<file path="config.mk">
export PLATFORM = sky130hd
export DESIGN_NAME = length_prefixed_produce_parser_top_flat
export DESIGN_NICKNAME = d
export VERILOG_FILES = /design/src/rtl/core/lpp_pkg.sv /design/src/rtl/core/lpp_in_if.sv /design/src/rtl/core/lpp_out_if.sv /design/src/rtl/core/lpp_core.sv /design/src/rtl/core/length_prefixed_produce_parser_top.sv /design/src/flat_wrapper.sv
export SDC_FILE = /design/constraint.sdc
export NUM_CORES = 1
export LEC_CHECK = 0
export BUFFER_PORTS_ARGS = -buffer_cell sky130_fd_sc_hd__buf_2
export CAP_MARGIN = 20
export CORE_MARGIN = 2
export CORE_UTILIZATION = 50
export DETAILED_ROUTE_END_ITERATION = 8
export PLACE_DENSITY = 0.75
export SYNTH_ARGS = -nofsm -noshare
export SYNTH_HDL_FRONTEND = slang
export SYNTH_SLANG_ARGS = --single-unit
</file>
<file path="constraint.sdc">
create_clock -name i_clk -period 8.34 [get_ports i_clk]
set_clock_uncertainty 0.05 [all_clocks]
set_input_delay 0.834 -clock i_clk [delete_from_list [all_inputs] [get_ports i_clk]]
set_output_delay 0.834 -clock i_clk [all_outputs]
set_load 0.05 [all_outputs]
</file>
<file path="src/rtl/core/lpp_pkg.sv">
// shared types and constants of the length-prefixed produce parser
package lpp_pkg;

    // hard caps on the frame and record length limits
    localparam logic [26:0] FRAME_CAP  = 27'd67108864;
    localparam logic [24:0] RECORD_CAP = 25'd16777216;

    // configuration register indexes
    localparam logic [1:0] CFG_MAX_FRAME_LEN  = 2'd0;
    localparam logic [1:0] CFG_MAX_RECORD_LEN = 2'd1;
    localparam logic [1:0] CFG_PRODUCE_TYPE   = 2'd2;

    // result kind codes
    localparam logic [2:0] KIND_LEN    = 3'd0;
    localparam logic [2:0] KIND_TYPE   = 3'd1;
    localparam logic [2:0] KIND_OPAQUE = 3'd2;
    localparam logic [2:0] KIND_HDR    = 3'd3;
    localparam logic [2:0] KIND_TOPIC  = 3'd4;
    localparam logic [2:0] KIND_RLEN   = 3'd5;
    localparam logic [2:0] KIND_KEY    = 3'd6;
    localparam logic [2:0] KIND_VAL    = 3'd7;

    // effective limits and produce type handed to the parser core
    typedef struct packed {
        logic [26:0] frame_lim;
        logic [24:0] rec_lim;
        logic [7:0]  produce_type;
    } t_cfg;

    // one result item
    typedef struct packed {
        logic [2:0]  kind;
        logic [7:0]  out_byte;
        logic [7:0]  frame_type;
        logic        frame_end;
        logic        body_bad;
        logic        record_end;
        logic [24:0] key_len;
        logic [24:0] value_size;
        logic [15:0] topic_size;
        logic [31:0] partition;
        logic [31:0] record_count;
        logic        stream_error;
    } t_result;

endpackage

</file>
<file path="src/rtl/core/lpp_in_if.sv">
// input byte channel: valid, ready and the stream byte
interface lpp_in_if;
    logic       valid;
    logic       ready;
    logic [7:0] in_byte;

    modport source (output valid, output in_byte, input ready);
    modport sink (input valid, input in_byte, output ready);
endinterface

</file>
<file path="src/rtl/core/lpp_out_if.sv">
// result channel: valid, ready and the decoded byte with its context
interface lpp_out_if;
    logic        valid;
    logic        ready;
    logic [2:0]  kind;
    logic [7:0]  out_byte;
    logic [7:0]  frame_type;
    logic        frame_end;
    logic        body_bad;
    logic        record_end;
    logic [24:0] key_len;
    logic [24:0] value_size;
    logic [15:0] topic_size;
    logic [31:0] partition;
    logic [31:0] record_count;
    logic        stream_error;

    modport source (
        output valid, kind, out_byte, frame_type, frame_end, body_bad, record_end,
        output key_len, value_size, topic_size, partition, record_count, stream_error,
        input ready
    );
    modport sink (
        input valid, kind, out_byte, frame_type, frame_end, body_bad, record_end,
        input key_len, value_size, topic_size, partition, record_count, stream_error,
        output ready
    );
endinterface

</file>
<file path="src/rtl/core/lpp_core.sv">
// frame and produce-body parser state with its per-byte next-state logic
module lpp_core (
    input  logic              i_clk,
    input  logic              i_rst_n,
    input  logic              i_step,
    input  logic [7:0]        i_byte,
    input  lpp_pkg::t_cfg     i_cfg,
    output lpp_pkg::t_result  o_res
);
    import lpp_pkg::*;

    typedef enum logic [3:0] {
        PH_LEN    = 4'd0,
        PH_TYPE   = 4'd1,
        PH_OPAQUE = 4'd2,
        PH_TLEN   = 4'd3,
        PH_TOPIC  = 4'd4,
        PH_PART   = 4'd5,
        PH_COUNT  = 4'd6,
        PH_RLEN   = 4'd7,
        PH_KEY    = 4'd8,
        PH_VAL    = 4'd9,
        PH_SKIP   = 4'd10
    } t_phase;

    t_phase      r_phase, n_phase;
    logic [31:0] r_shift, n_shift;
    logic [2:0]  r_idx, n_idx;
    logic [26:0] r_frame_left, n_frame_left;
    logic [24:0] r_span, n_span;
    logic [7:0]  r_type, n_type;
    logic [24:0] r_key, n_key;
    logic [24:0] r_val, n_val;
    logic [15:0] r_topic, n_topic;
    logic [31:0] r_part, n_part;
    logic [31:0] r_count, n_count;
    logic        r_mal, n_mal;
    logic        r_broken, n_broken;

    logic [31:0] w_shifted;
    logic [2:0]  w_idx_inc;
    logic [24:0] w_span_dec;
    logic [26:0] w_frame_dec;
    logic        w_framed;
    logic        w_mal_now;
    logic [2:0]  w_kind;
    logic        w_fend, w_bad, w_rend;

    assign w_shifted   = {r_shift[23:0], i_byte};
    assign w_idx_inc   = r_idx + 3'd1;
    assign w_span_dec  = (r_span != '0) ? r_span - 25'd1 : '0;
    assign w_frame_dec = (r_frame_left != '0) ? r_frame_left - 27'd1 : '0;

    // next state and result for the byte being stepped
    always_comb begin
        n_phase      = r_phase;
        n_shift      = r_shift;
        n_idx        = r_idx;
        n_frame_left = r_frame_left;
        n_span       = r_span;
        n_type       = r_type;
        n_key        = r_key;
        n_val        = r_val;
        n_topic      = r_topic;
        n_part       = r_part;
        n_count      = r_count;
        n_mal        = r_mal;
        n_broken     = r_broken;
        w_framed     = 1'b1;
        w_mal_now    = r_mal;
        w_kind       = KIND_LEN;
        w_fend       = 1'b0;
        w_bad        = 1'b0;
        w_rend       = 1'b0;

        if (!r_broken) begin
            case (r_phase)
                PH_LEN: begin
                    w_framed = 1'b0;
                    n_shift  = w_shifted;
                    n_idx    = w_idx_inc;
                    if (w_idx_inc >= 3'd4) begin
                        n_idx   = '0;
                        n_shift = '0;
                        if (w_shifted == '0 || w_shifted > {5'd0, i_cfg.frame_lim}) begin
                            n_broken = 1'b1;
                        end else begin
                            n_frame_left = w_shifted[26:0];
                            n_phase      = PH_TYPE;
                        end
                    end
                end
                PH_TYPE: begin
                    w_kind = KIND_TYPE;
                    n_type = i_byte;
                    if (i_byte == i_cfg.produce_type) begin
                        n_phase = PH_TLEN;
                        n_key   = '0;
                        n_val   = '0;
                        n_topic = '0;
                        n_part  = '0;
                        n_count = '0;
                        n_mal   = 1'b0;
                        n_idx   = '0;
                        n_shift = '0;
                    end else begin
                        n_phase = PH_OPAQUE;
                    end
                end
                PH_TLEN: begin
                    w_kind  = KIND_HDR;
                    n_shift = w_shifted;
                    n_idx   = w_idx_inc;
                    if (w_idx_inc >= 3'd2) begin
                        n_topic = w_shifted[15:0];
                        n_idx   = '0;
                        n_shift = '0;
                        n_span  = {9'd0, w_shifted[15:0]};
                        n_phase = (w_shifted[15:0] != '0) ? PH_TOPIC : PH_PART;
                    end
                end
                PH_TOPIC: begin
                    w_kind = KIND_TOPIC;
                    n_span = w_span_dec;
                    if (w_span_dec == '0) begin
                        n_phase = PH_PART;
                    end
                end
                PH_PART, PH_COUNT: begin
                    w_kind  = KIND_HDR;
                    n_shift = w_shifted;
                    n_idx   = w_idx_inc;
                    if (w_idx_inc >= 3'd4) begin
                        if (r_phase == PH_PART) begin
                            n_part  = w_shifted;
                            n_phase = PH_COUNT;
                        end else begin
                            n_count = w_shifted;
                            n_phase = PH_RLEN;
                        end
                        n_idx   = '0;
                        n_shift = '0;
                    end
                end
                PH_RLEN: begin
                    w_kind  = KIND_RLEN;
                    n_shift = w_shifted;
                    n_idx   = w_idx_inc;
                    if (w_idx_inc == 3'd4) begin
                        // key length word complete
                        if (w_shifted > {7'd0, i_cfg.rec_lim}) begin
                            n_mal = 1'b1;
                        end
                        n_key   = w_shifted[24:0];
                        n_shift = '0;
                    end else if (w_idx_inc == 3'd0) begin
                        // value length word complete, pick the next span
                        w_mal_now = r_mal | (w_shifted > {7'd0, i_cfg.rec_lim});
                        n_mal     = w_mal_now;
                        n_val     = w_shifted[24:0];
                        n_shift   = '0;
                        if (w_mal_now) begin
                            n_phase = PH_SKIP;
                        end else if (r_key != '0) begin
                            n_span  = r_key;
                            n_phase = PH_KEY;
                        end else if (w_shifted[24:0] != '0) begin
                            n_span  = w_shifted[24:0];
                            n_phase = PH_VAL;
                        end else begin
                            w_rend  = 1'b1;
                            n_phase = PH_RLEN;
                        end
                    end
                end
                PH_KEY: begin
                    w_kind = KIND_KEY;
                    n_span = w_span_dec;
                    if (w_span_dec == '0) begin
                        if (r_val != '0) begin
                            n_span  = r_val;
                            n_phase = PH_VAL;
                        end else begin
                            w_rend  = 1'b1;
                            n_phase = PH_RLEN;
                        end
                    end
                end
                PH_VAL: begin
                    w_kind = KIND_VAL;
                    n_span = w_span_dec;
                    if (w_span_dec == '0) begin
                        w_rend  = 1'b1;
                        n_phase = PH_RLEN;
                    end
                end
                default: begin
                    w_kind = KIND_OPAQUE;
                end
            endcase

            // frame byte count and end-of-frame verdict
            if (w_framed) begin
                n_frame_left = w_frame_dec;
                if (w_frame_dec == '0) begin
                    w_fend = 1'b1;
                    if (n_phase != PH_OPAQUE) begin
                        w_bad = n_mal || !(n_phase == PH_RLEN && n_idx == 3'd0);
                    end
                    n_phase = PH_LEN;
                    n_idx   = '0;
                    n_shift = '0;
                    n_span  = '0;
                end
            end
        end
    end

    // result for this byte, taken from the updated state
    always_comb begin
        o_res.kind         = w_kind;
        o_res.out_byte     = i_byte;
        o_res.frame_type   = n_type;
        o_res.frame_end    = w_fend;
        o_res.body_bad     = w_bad;
        o_res.record_end   = w_rend;
        o_res.key_len      = n_key;
        o_res.value_size   = n_val;
        o_res.topic_size   = n_topic;
        o_res.partition    = n_part;
        o_res.record_count = n_count;
        o_res.stream_error = n_broken;
    end

    // parser state
    always_ff @(posedge i_clk) begin
        if (!i_rst_n) begin
            r_phase      <= PH_LEN;
            r_shift      <= '0;
            r_idx        <= '0;
            r_frame_left <= '0;
            r_span       <= '0;
            r_type       <= '0;
            r_key        <= '0;
            r_val        <= '0;
            r_topic      <= '0;
            r_part       <= '0;
            r_count      <= '0;
            r_mal        <= 1'b0;
            r_broken     <= 1'b0;
        end else if (i_step) begin
            r_phase      <= n_phase;
            r_shift      <= n_shift;
            r_idx        <= n_idx;
            r_frame_left <= n_frame_left;
            r_span       <= n_span;
            r_type       <= n_type;
            r_key        <= n_key;
            r_val        <= n_val;
            r_topic      <= n_topic;
            r_part       <= n_part;
            r_count      <= n_count;
            r_mal        <= n_mal;
            r_broken     <= n_broken;
        end
    end

endmodule

</file>
<file path="src/rtl/core/length_prefixed_produce_parser_top.sv">
// top level of the length-prefixed produce parser: channels, config and pipeline
//
//   channel  | dir | handshake    | payload
//   ---------+-----+--------------+-------------------------------------------
//   i_in     | in  | valid/ready  | in_byte
//   o_out    | out | valid/ready  | kind, out_byte, frame context, held fields
//   i_cfg_*  | in  | write enable | register index, 27-bit write data
//
// one byte per cycle sustained while results are taken; each accepted request goes
// through the input register, then the parse step into the result register
// the parse step is a single pass over the parser state, updated once per byte
// reset is synchronous and immediate; no clearing pass, no memories
// a stalled result holds in the output register while one more byte waits
// in the input register
module length_prefixed_produce_parser_top (
    input  logic         i_clk,
    input  logic         i_rst_n,
    lpp_in_if.sink       i_in,
    lpp_out_if.source    o_out,
    input  logic         i_cfg_we,
    input  logic [1:0]   i_cfg_idx,
    input  logic [26:0]  i_cfg_data
);
    import lpp_pkg::*;

    logic [26:0] r_frame_lim;
    logic [24:0] r_rec_lim;
    logic [7:0]  r_ptype;
    logic        r_s1_valid;
    logic [7:0]  r_s1_byte;
    logic        r_out_valid;
    t_result     r_out;

    t_cfg        w_cfg;
    t_result     w_res;
    logic        w_out_adv;
    logic        w_step;

    // config registers hold the effective limits
    always_ff @(posedge i_clk) begin
        if (!i_rst_n) begin
            r_frame_lim <= FRAME_CAP;
            r_rec_lim   <= RECORD_CAP;
            r_ptype     <= '0;
        end else if (i_cfg_we) begin
            case (i_cfg_idx)
                CFG_MAX_FRAME_LEN: begin
                    r_frame_lim <= (i_cfg_data > FRAME_CAP) ? FRAME_CAP : i_cfg_data;
                end
                CFG_MAX_RECORD_LEN: begin
                    r_rec_lim <= (i_cfg_data[24:0] > RECORD_CAP) ? RECORD_CAP
                                                                : i_cfg_data[24:0];
                end
                CFG_PRODUCE_TYPE: begin
                    r_ptype <= i_cfg_data[7:0];
                end
                default: begin
                end
            endcase
        end
    end

    assign w_cfg.frame_lim    = r_frame_lim;
    assign w_cfg.rec_lim      = r_rec_lim;
    assign w_cfg.produce_type = r_ptype;

    // pipeline flow control
    assign w_out_adv  = !r_out_valid || o_out.ready;
    assign w_step     = r_s1_valid && w_out_adv;
    assign i_in.ready = !r_s1_valid || w_step;

    lpp_core u_core (
        .i_clk   (i_clk),
        .i_rst_n (i_rst_n),
        .i_step  (w_step),
        .i_byte  (r_s1_byte),
        .i_cfg   (w_cfg),
        .o_res   (w_res)
    );

    // input register and result register
    always_ff @(posedge i_clk) begin
        if (!i_rst_n) begin
            r_s1_valid  <= 1'b0;
            r_out_valid <= 1'b0;
        end else begin
            if (i_in.valid && i_in.ready) begin
                r_s1_valid <= 1'b1;
                r_s1_byte  <= i_in.in_byte;
            end else if (w_step) begin
                r_s1_valid <= 1'b0;
            end
            if (w_step) begin
                r_out_valid <= 1'b1;
                r_out       <= w_res;
            end else if (o_out.ready) begin
                r_out_valid <= 1'b0;
            end
        end
    end

    // result port
    assign o_out.valid        = r_out_valid;
    assign o_out.kind         = r_out.kind;
    assign o_out.out_byte     = r_out.out_byte;
    assign o_out.frame_type   = r_out.frame_type;
    assign o_out.frame_end    = r_out.frame_end;
    assign o_out.body_bad     = r_out.body_bad;
    assign o_out.record_end   = r_out.record_end;
    assign o_out.key_len      = r_out.key_len;
    assign o_out.value_size   = r_out.value_size;
    assign o_out.topic_size   = r_out.topic_size;
    assign o_out.partition    = r_out.partition;
    assign o_out.record_count = r_out.record_count;
    assign o_out.stream_error = r_out.stream_error;

endmodule

</file>
<file path="src/flat_wrapper.sv">
// flat-port wrapper written by rule: the top's interface ports become plain ports
module length_prefixed_produce_parser_top_flat import lpp_pkg::*;
  (i_clk, i_rst_n, i_cfg_we, i_cfg_idx, i_cfg_data, i_in_valid, i_in_in_byte, i_in_ready, o_out_valid, o_out_kind, o_out_out_byte, o_out_frame_type, o_out_frame_end, o_out_body_bad, o_out_record_end, o_out_key_len, o_out_value_size, o_out_topic_size, o_out_partition, o_out_record_count, o_out_stream_error, o_out_ready);
  lpp_in_if i_in_i ();
  lpp_out_if o_out_i ();
  input  logic i_clk;
  input  logic i_rst_n;
  input  logic i_cfg_we;
  input  logic [1:0] i_cfg_idx;
  input  logic [26:0] i_cfg_data;
  input wire logic [$bits(i_in_i.valid)-1:0] i_in_valid;
  input wire logic [$bits(i_in_i.in_byte)-1:0] i_in_in_byte;
  output wire logic [$bits(i_in_i.ready)-1:0] i_in_ready;
  output wire logic [$bits(o_out_i.valid)-1:0] o_out_valid;
  output wire logic [$bits(o_out_i.kind)-1:0] o_out_kind;
  output wire logic [$bits(o_out_i.out_byte)-1:0] o_out_out_byte;
  output wire logic [$bits(o_out_i.frame_type)-1:0] o_out_frame_type;
  output wire logic [$bits(o_out_i.frame_end)-1:0] o_out_frame_end;
  output wire logic [$bits(o_out_i.body_bad)-1:0] o_out_body_bad;
  output wire logic [$bits(o_out_i.record_end)-1:0] o_out_record_end;
  output wire logic [$bits(o_out_i.key_len)-1:0] o_out_key_len;
  output wire logic [$bits(o_out_i.value_size)-1:0] o_out_value_size;
  output wire logic [$bits(o_out_i.topic_size)-1:0] o_out_topic_size;
  output wire logic [$bits(o_out_i.partition)-1:0] o_out_partition;
  output wire logic [$bits(o_out_i.record_count)-1:0] o_out_record_count;
  output wire logic [$bits(o_out_i.stream_error)-1:0] o_out_stream_error;
  input wire logic [$bits(o_out_i.ready)-1:0] o_out_ready;
  assign i_in_i.valid = i_in_valid;
  assign i_in_i.in_byte = i_in_in_byte;
  assign i_in_ready = i_in_i.ready;
  assign o_out_valid = o_out_i.valid;
  assign o_out_kind = o_out_i.kind;
  assign o_out_out_byte = o_out_i.out_byte;
  assign o_out_frame_type = o_out_i.frame_type;
  assign o_out_frame_end = o_out_i.frame_end;
  assign o_out_body_bad = o_out_i.body_bad;
  assign o_out_record_end = o_out_i.record_end;
  assign o_out_key_len = o_out_i.key_len;
  assign o_out_value_size = o_out_i.value_size;
  assign o_out_topic_size = o_out_i.topic_size;
  assign o_out_partition = o_out_i.partition;
  assign o_out_record_count = o_out_i.record_count;
  assign o_out_stream_error = o_out_i.stream_error;
  assign o_out_i.ready = o_out_ready;
  length_prefixed_produce_parser_top u_core (.i_clk(i_clk), .i_rst_n(i_rst_n), .i_in(i_in_i), .o_out(o_out_i), .i_cfg_we(i_cfg_we), .i_cfg_idx(i_cfg_idx), .i_cfg_data(i_cfg_data));
endmodule
</file>
==> Flow_metrics.wiki <==
{| class="wikitable"
! Metric !! Value
|-
| Via count || 20700
|-
| Setup fix buffers added after clock tree synthesis || 0
|-
| Avg WL per Cell || between 20 and 25 um
|-
| CTS Root Buffer Type || sky130_fd_sc_hd__clkbuf_16
|-
| Grt met3 use || 5.97%
|-
| Element type at the critical path start || flip-flop
|-
| Routing layer with the top usage in global route || met2
|-
| Pleak || around 9.3 nW
|-
| Data arrival time of the critical path || approximately 4.8 ns
|-
| Dpl cells || ~3100
|-
| First-pass GRT wire length || ~110000 um
|-
| Maximum number of buffers from clock root to sink || 3
|-
| Cells after Synth || approximately 2500
|-
| Total count of hold-check failures in the final report || 0
|-
| Maximum clock frequency || ~0.23 GHz
|-
| Number of sinks on the clock net || 446
|-
| Starting density of the core || about half
|-
| Clock-pin slew on the worst setup and hold paths || ~0.060 ns
|-
| Placer Congestion || about 1
|-
| Clock buffer count from CTS || 47
|-
| Number of resized instances in the post-cts repair step || 0
|-
| Power density over the cells || ~190 nW/um^2
|-
| GR met2 Demand/Resource || between 40% and 50%
|-
| Clock period minus worst slack || approximately 4.4 ns
|-
| DIE AREA || approximately 46000 um^2
|-
| Most common library cell in the layout ignoring fill and taps || sky130_fd_sc_hd__nor2_1
|-
| Critical path class || reg -> reg
|-
| Clock tree from TritonCTS || built
|-
| Depth of the worst register-to-register path || 11
|-
| Seq/Total Area, Yosys || between 40% and 50%
|-
| Worst vdd rail ir drop || 0.147 mV
|-
| Antenna violations before repair || 1
|-
| Number of non-filler instances in the completed layout || 3238
|-
| Status || complete, no violations
|-
| Count of hold-fix buffers inserted at cts || 0
|-
| Wire length after detailed routing || 74200 um
|-
| Total routing resource utilization after global routing || 31.2%
|-
| Share of the synthesized area in the top cell type || around a quarter
|-
| Violation count after the first detailed-route iteration || ~2600
|-
| Mean instance size in the synthesized netlist || 8.90 um^2
|-
| Remaining antenna violation count after routing || 0
|-
| Data required time at the worst endpoint || between 8 and 9 ns
|-
| Global routing met1 resource utilization || between 40% and 50%
|-
| Most frequently used flop master after synthesis || sky130_fd_sc_hd__dfxtp_1
|-
| Leading cell types in the layout, fill and taps excluded || sky130_fd_sc_hd__nor2_1 (329), sky130_fd_sc_hd__nand2_1 (285), sky130_fd_sc_hd__dfxtp_1 (284), sky130_fd_sc_hd__buf_2 (196), sky130_fd_sc_hd__edfxtp_1 (161)
|-
| Vert. Die Dim || about 210 um
|-
| Number of iterations in the first detailed-routing pass || 7
|-
| Most area-hungry cell type in the Yosys netlist || sky130_fd_sc_hd__dfxtp_1
|-
| Critical path's largest stage delay || around 0.76 ns
|-
| Top cells by area, synth || sky130_fd_sc_hd__dfxtp_1 (26%), sky130_fd_sc_hd__edfxtp_1 (22%), sky130_fd_sc_hd__nor2_1 (5.6%)
|-
| EDFF count, synth || roughly 160
|-
| Sum Neg Setup Slack || 0 ns
|-
| Post-layout nets || ~2700
|-
| Post-DP HPWL || 49800 um
|-
| Number of distinct standard cells referenced by the synthesized netlist || just over 90
|-
| Hold Worst Slack || between 0.3 and 0.4 ns
|-
| X dimension of the die || roughly 210 um
|-
| Insertion delay of the later-clocked pin in the worst-skew pair || 0.61 ns
|-
| Count of port buffers added during placement || ~200
|-
| Synth Register Bits || about 450
|-
| Warning count from the yosys run || 0
|-
| Synthesized cell area || ~22000 um^2
|-
| Setup-failing EPs final || 0
|-
| Total I/O pin count || approximately 200
|-
| Max Transition Viols Final || 0
|-
| Synthesized netlist net count || 2596
|-
| DRC violation count after routing || 0
|-
| Slew @ Worst Pin || between 1 and 1.5 ns
|-
| Area growth from synthesis to layout || 13.9%
|-
| Placement Rows || 77
|-
| Overall Power || about 0.005 W
|-
| Worst slew margin || ~22%
|-
| Pin count of the biggest net entering global routing || 94
|-
| Share of post-route cells with drive strength above 1 || 14.8%
|-
| Series of cell instances along the critical path || inv_1 > ha_1 > nor4b_1 > nand3_1 > xor2_1 > o21ai_0 > nor4_2 > a31oi_4 > nor3_4 > a2111oi_0 > a2111oi_1
|-
| Ratio of final minimum period to clock period || between 50 and 60%
|-
| Nature of the critical path endpoint || flip-flop
|-
| Cell with the largest stage delay on the worst path || sky130_fd_sc_hd__nor4b_1
|-
| RSZ-0062 raised after global routing || false
|-
| Worst hold path depth || 1
|-
| CTS H-Tree Depth || 2
|-
| Fraction of registers with async set/reset || 0%
|-
| Max-cap violations || 0
|-
| Overall overflow remaining after global route || 0
|-
| Via density per instance || about 6.4
|-
| Class of the worst hold path || in -> reg
|-
| Area of the core || 44000 um^2
|-
| Largest fanout of any net on the critical path || 14
|-
| Vias in the first global route || approximately 19000
|}
-- power by group --
part | leakage, nW | internal, W | total [W] | switching [W]
Clock | 0.770 | 0.00125 | 0.00218 | 0.000925
Sequential | 3.75 | 0.00230 | 0.00233 | 0.0000272
Combinational | 4.79 | 0.000108 | 0.000409 | 0.000302
-- Yosys cell counts (6+ instances only) --
library cell and count:
sky130_fd_sc_hd__o221ai_1 10, sky130_fd_sc_hd__o41ai_1 6, sky130_fd_sc_hd__a221oi_1 9, sky130_fd_sc_hd__nand3_1 51
sky130_fd_sc_hd__o31ai_1 18, sky130_fd_sc_hd__a211oi_1 22, sky130_fd_sc_hd__nor2_1 334, sky130_fd_sc_hd__o22ai_1 11
sky130_fd_sc_hd__a21oi_1 135, sky130_fd_sc_hd__a31o_2 7, sky130_fd_sc_hd__ha_1 58, sky130_fd_sc_hd__o21ai_0 131
sky130_fd_sc_hd__nand2b_1 38, sky130_fd_sc_hd__xnor2_1 24, sky130_fd_sc_hd__a311oi_1 9, sky130_fd_sc_hd__edfxtp_1 161
sky130_fd_sc_hd__buf_1 12, sky130_fd_sc_hd__xor2_1 19, sky130_fd_sc_hd__o21ai_1 6, sky130_fd_sc_hd__a31oi_1 14
sky130_fd_sc_hd__o22a_1 20, sky130_fd_sc_hd__a22oi_1 101, sky130_fd_sc_hd__o31a_1 6, sky130_fd_sc_hd__o21a_1 7
sky130_fd_sc_hd__dfxtp_1 285, sky130_fd_sc_hd__nor2b_1 31, sky130_fd_sc_hd__mux2_2 8, sky130_fd_sc_hd__clkbuf_1 156
sky130_fd_sc_hd__o211ai_1 6, sky130_fd_sc_hd__nand4_1 27, sky130_fd_sc_hd__nand2_1 285, sky130_fd_sc_hd__a2111oi_0 6
sky130_fd_sc_hd__a22o_1 79, sky130_fd_sc_hd__a21o_1 11, sky130_fd_sc_hd__or3_1 24, sky130_fd_sc_hd__nor3_1 99
sky130_fd_sc_hd__inv_1 74, sky130_fd_sc_hd__buf_2 19, sky130_fd_sc_hd__mux2i_1 22, sky130_fd_sc_hd__nor3b_1 13
sky130_fd_sc_hd__nor4_1 42
-- worst max-delay path: cells and delay by family (launching register included) --
kind / cells / cell delay [ns]
xor gates and xnor gates: 1 / 0.23
adders and majority gates: 1 / 0.36
and+or+nand+nor: 4 / 2.04
AOI/OAI and AO/OA: 4 / 1.07
buffers and inverters: 1 / 0.18
DFF: 1 / 0.38
-- through the flow --
stage	setup slack (ns)	cell area [um^2]	util, %
6_report	3.90	25300	57.5
5_1_grt	3.63	25300	57.5
4_1_cts	4.05	25300	57.4
3_5_place_dp	4.06	23700	53.7
3_3_place_gp	4.16	23600	53.7
2_1_floorplan	2.35	22200	-
-- logic make-up (layout without fill, tap and decap cells) --
| family | after synthesis | after routing | share of synthesized area [%] |
|---|---|---|---|
| muxes | 30 | 30 | 1.40 |
| AOI/OAI and AO/OA | 655 | 655 | 20.3 |
| and+or+nand+nor | 997 | 997 | 21.1 |
| xor gates and xnor gates | 43 | 43 | 1.70 |
| adders and majority gates | 58 | 58 | 3.27 |
| buffers and inverters | 267 | 416 | 4.75 |
| DFF | 446 | 446 | 47.4 |
| other | 0 | 1 | 0 |
-- layer usage --
layer	part of all wire [%]	wire, um
met1	41	30500
met2	44	32900
met3	11	7840
met4	4.0	2950
met5	0	0
-- final cells by class --
type                    count  area [um^2]
fillers                  3835        18700
multi-input cells        1783        10700
flip-flops and latches    446        10500
diodes                      1         2.50
well taps                 592          741
clock inverters            31          373
clock buffers              55         1250
inverters                  75          287
repair buffers            255         1440
-- final timing paths --
| kind | start | to | slack [ns] |
|---|---|---|---|
| hold / removal | i_in_in_byte[1] | u_core.r_s1_byte[1]$_DFFE_PP_ | 0.38 |
| setup reg to reg | u_core.u_core.r_span[0]$_SDFFE_PN0P_ | u_core.u_core.r_span[0]$_SDFFE_PN0P_ | 3.90 |
| setup / recovery | u_core.u_core.r_span[0]$_SDFFE_PN0P_ | u_core.u_core.r_span[0]$_SDFFE_PN0P_ | 3.90 |
| hold reg to reg | u_core.u_core.r_count[31]$_SDFFE_PN0P_ | u_core.u_core.r_count[31]$_SDFFE_PN0P_ | 0.40 |
-- flip-flops by register name (all words and copies together) (netlist names), 24 cells and up --
name,cells
u_core.u_core.r_frame_left,27
u_core.u_core.r_count,32
u_core.r_frame_lim,27
u_core.o_out.record_count,32
u_core.u_core.r_val,25
u_core.u_core.r_key,25
u_core.u_core.r_shift,24
u_core.o_out.value_size,25
u_core.o_out.partition,32
u_core.u_core.r_span,25
u_core.u_core.r_part,32
u_core.r_rec_lim,25
u_core.o_out.key_len,25
Power figures use the tool's default switching activity.
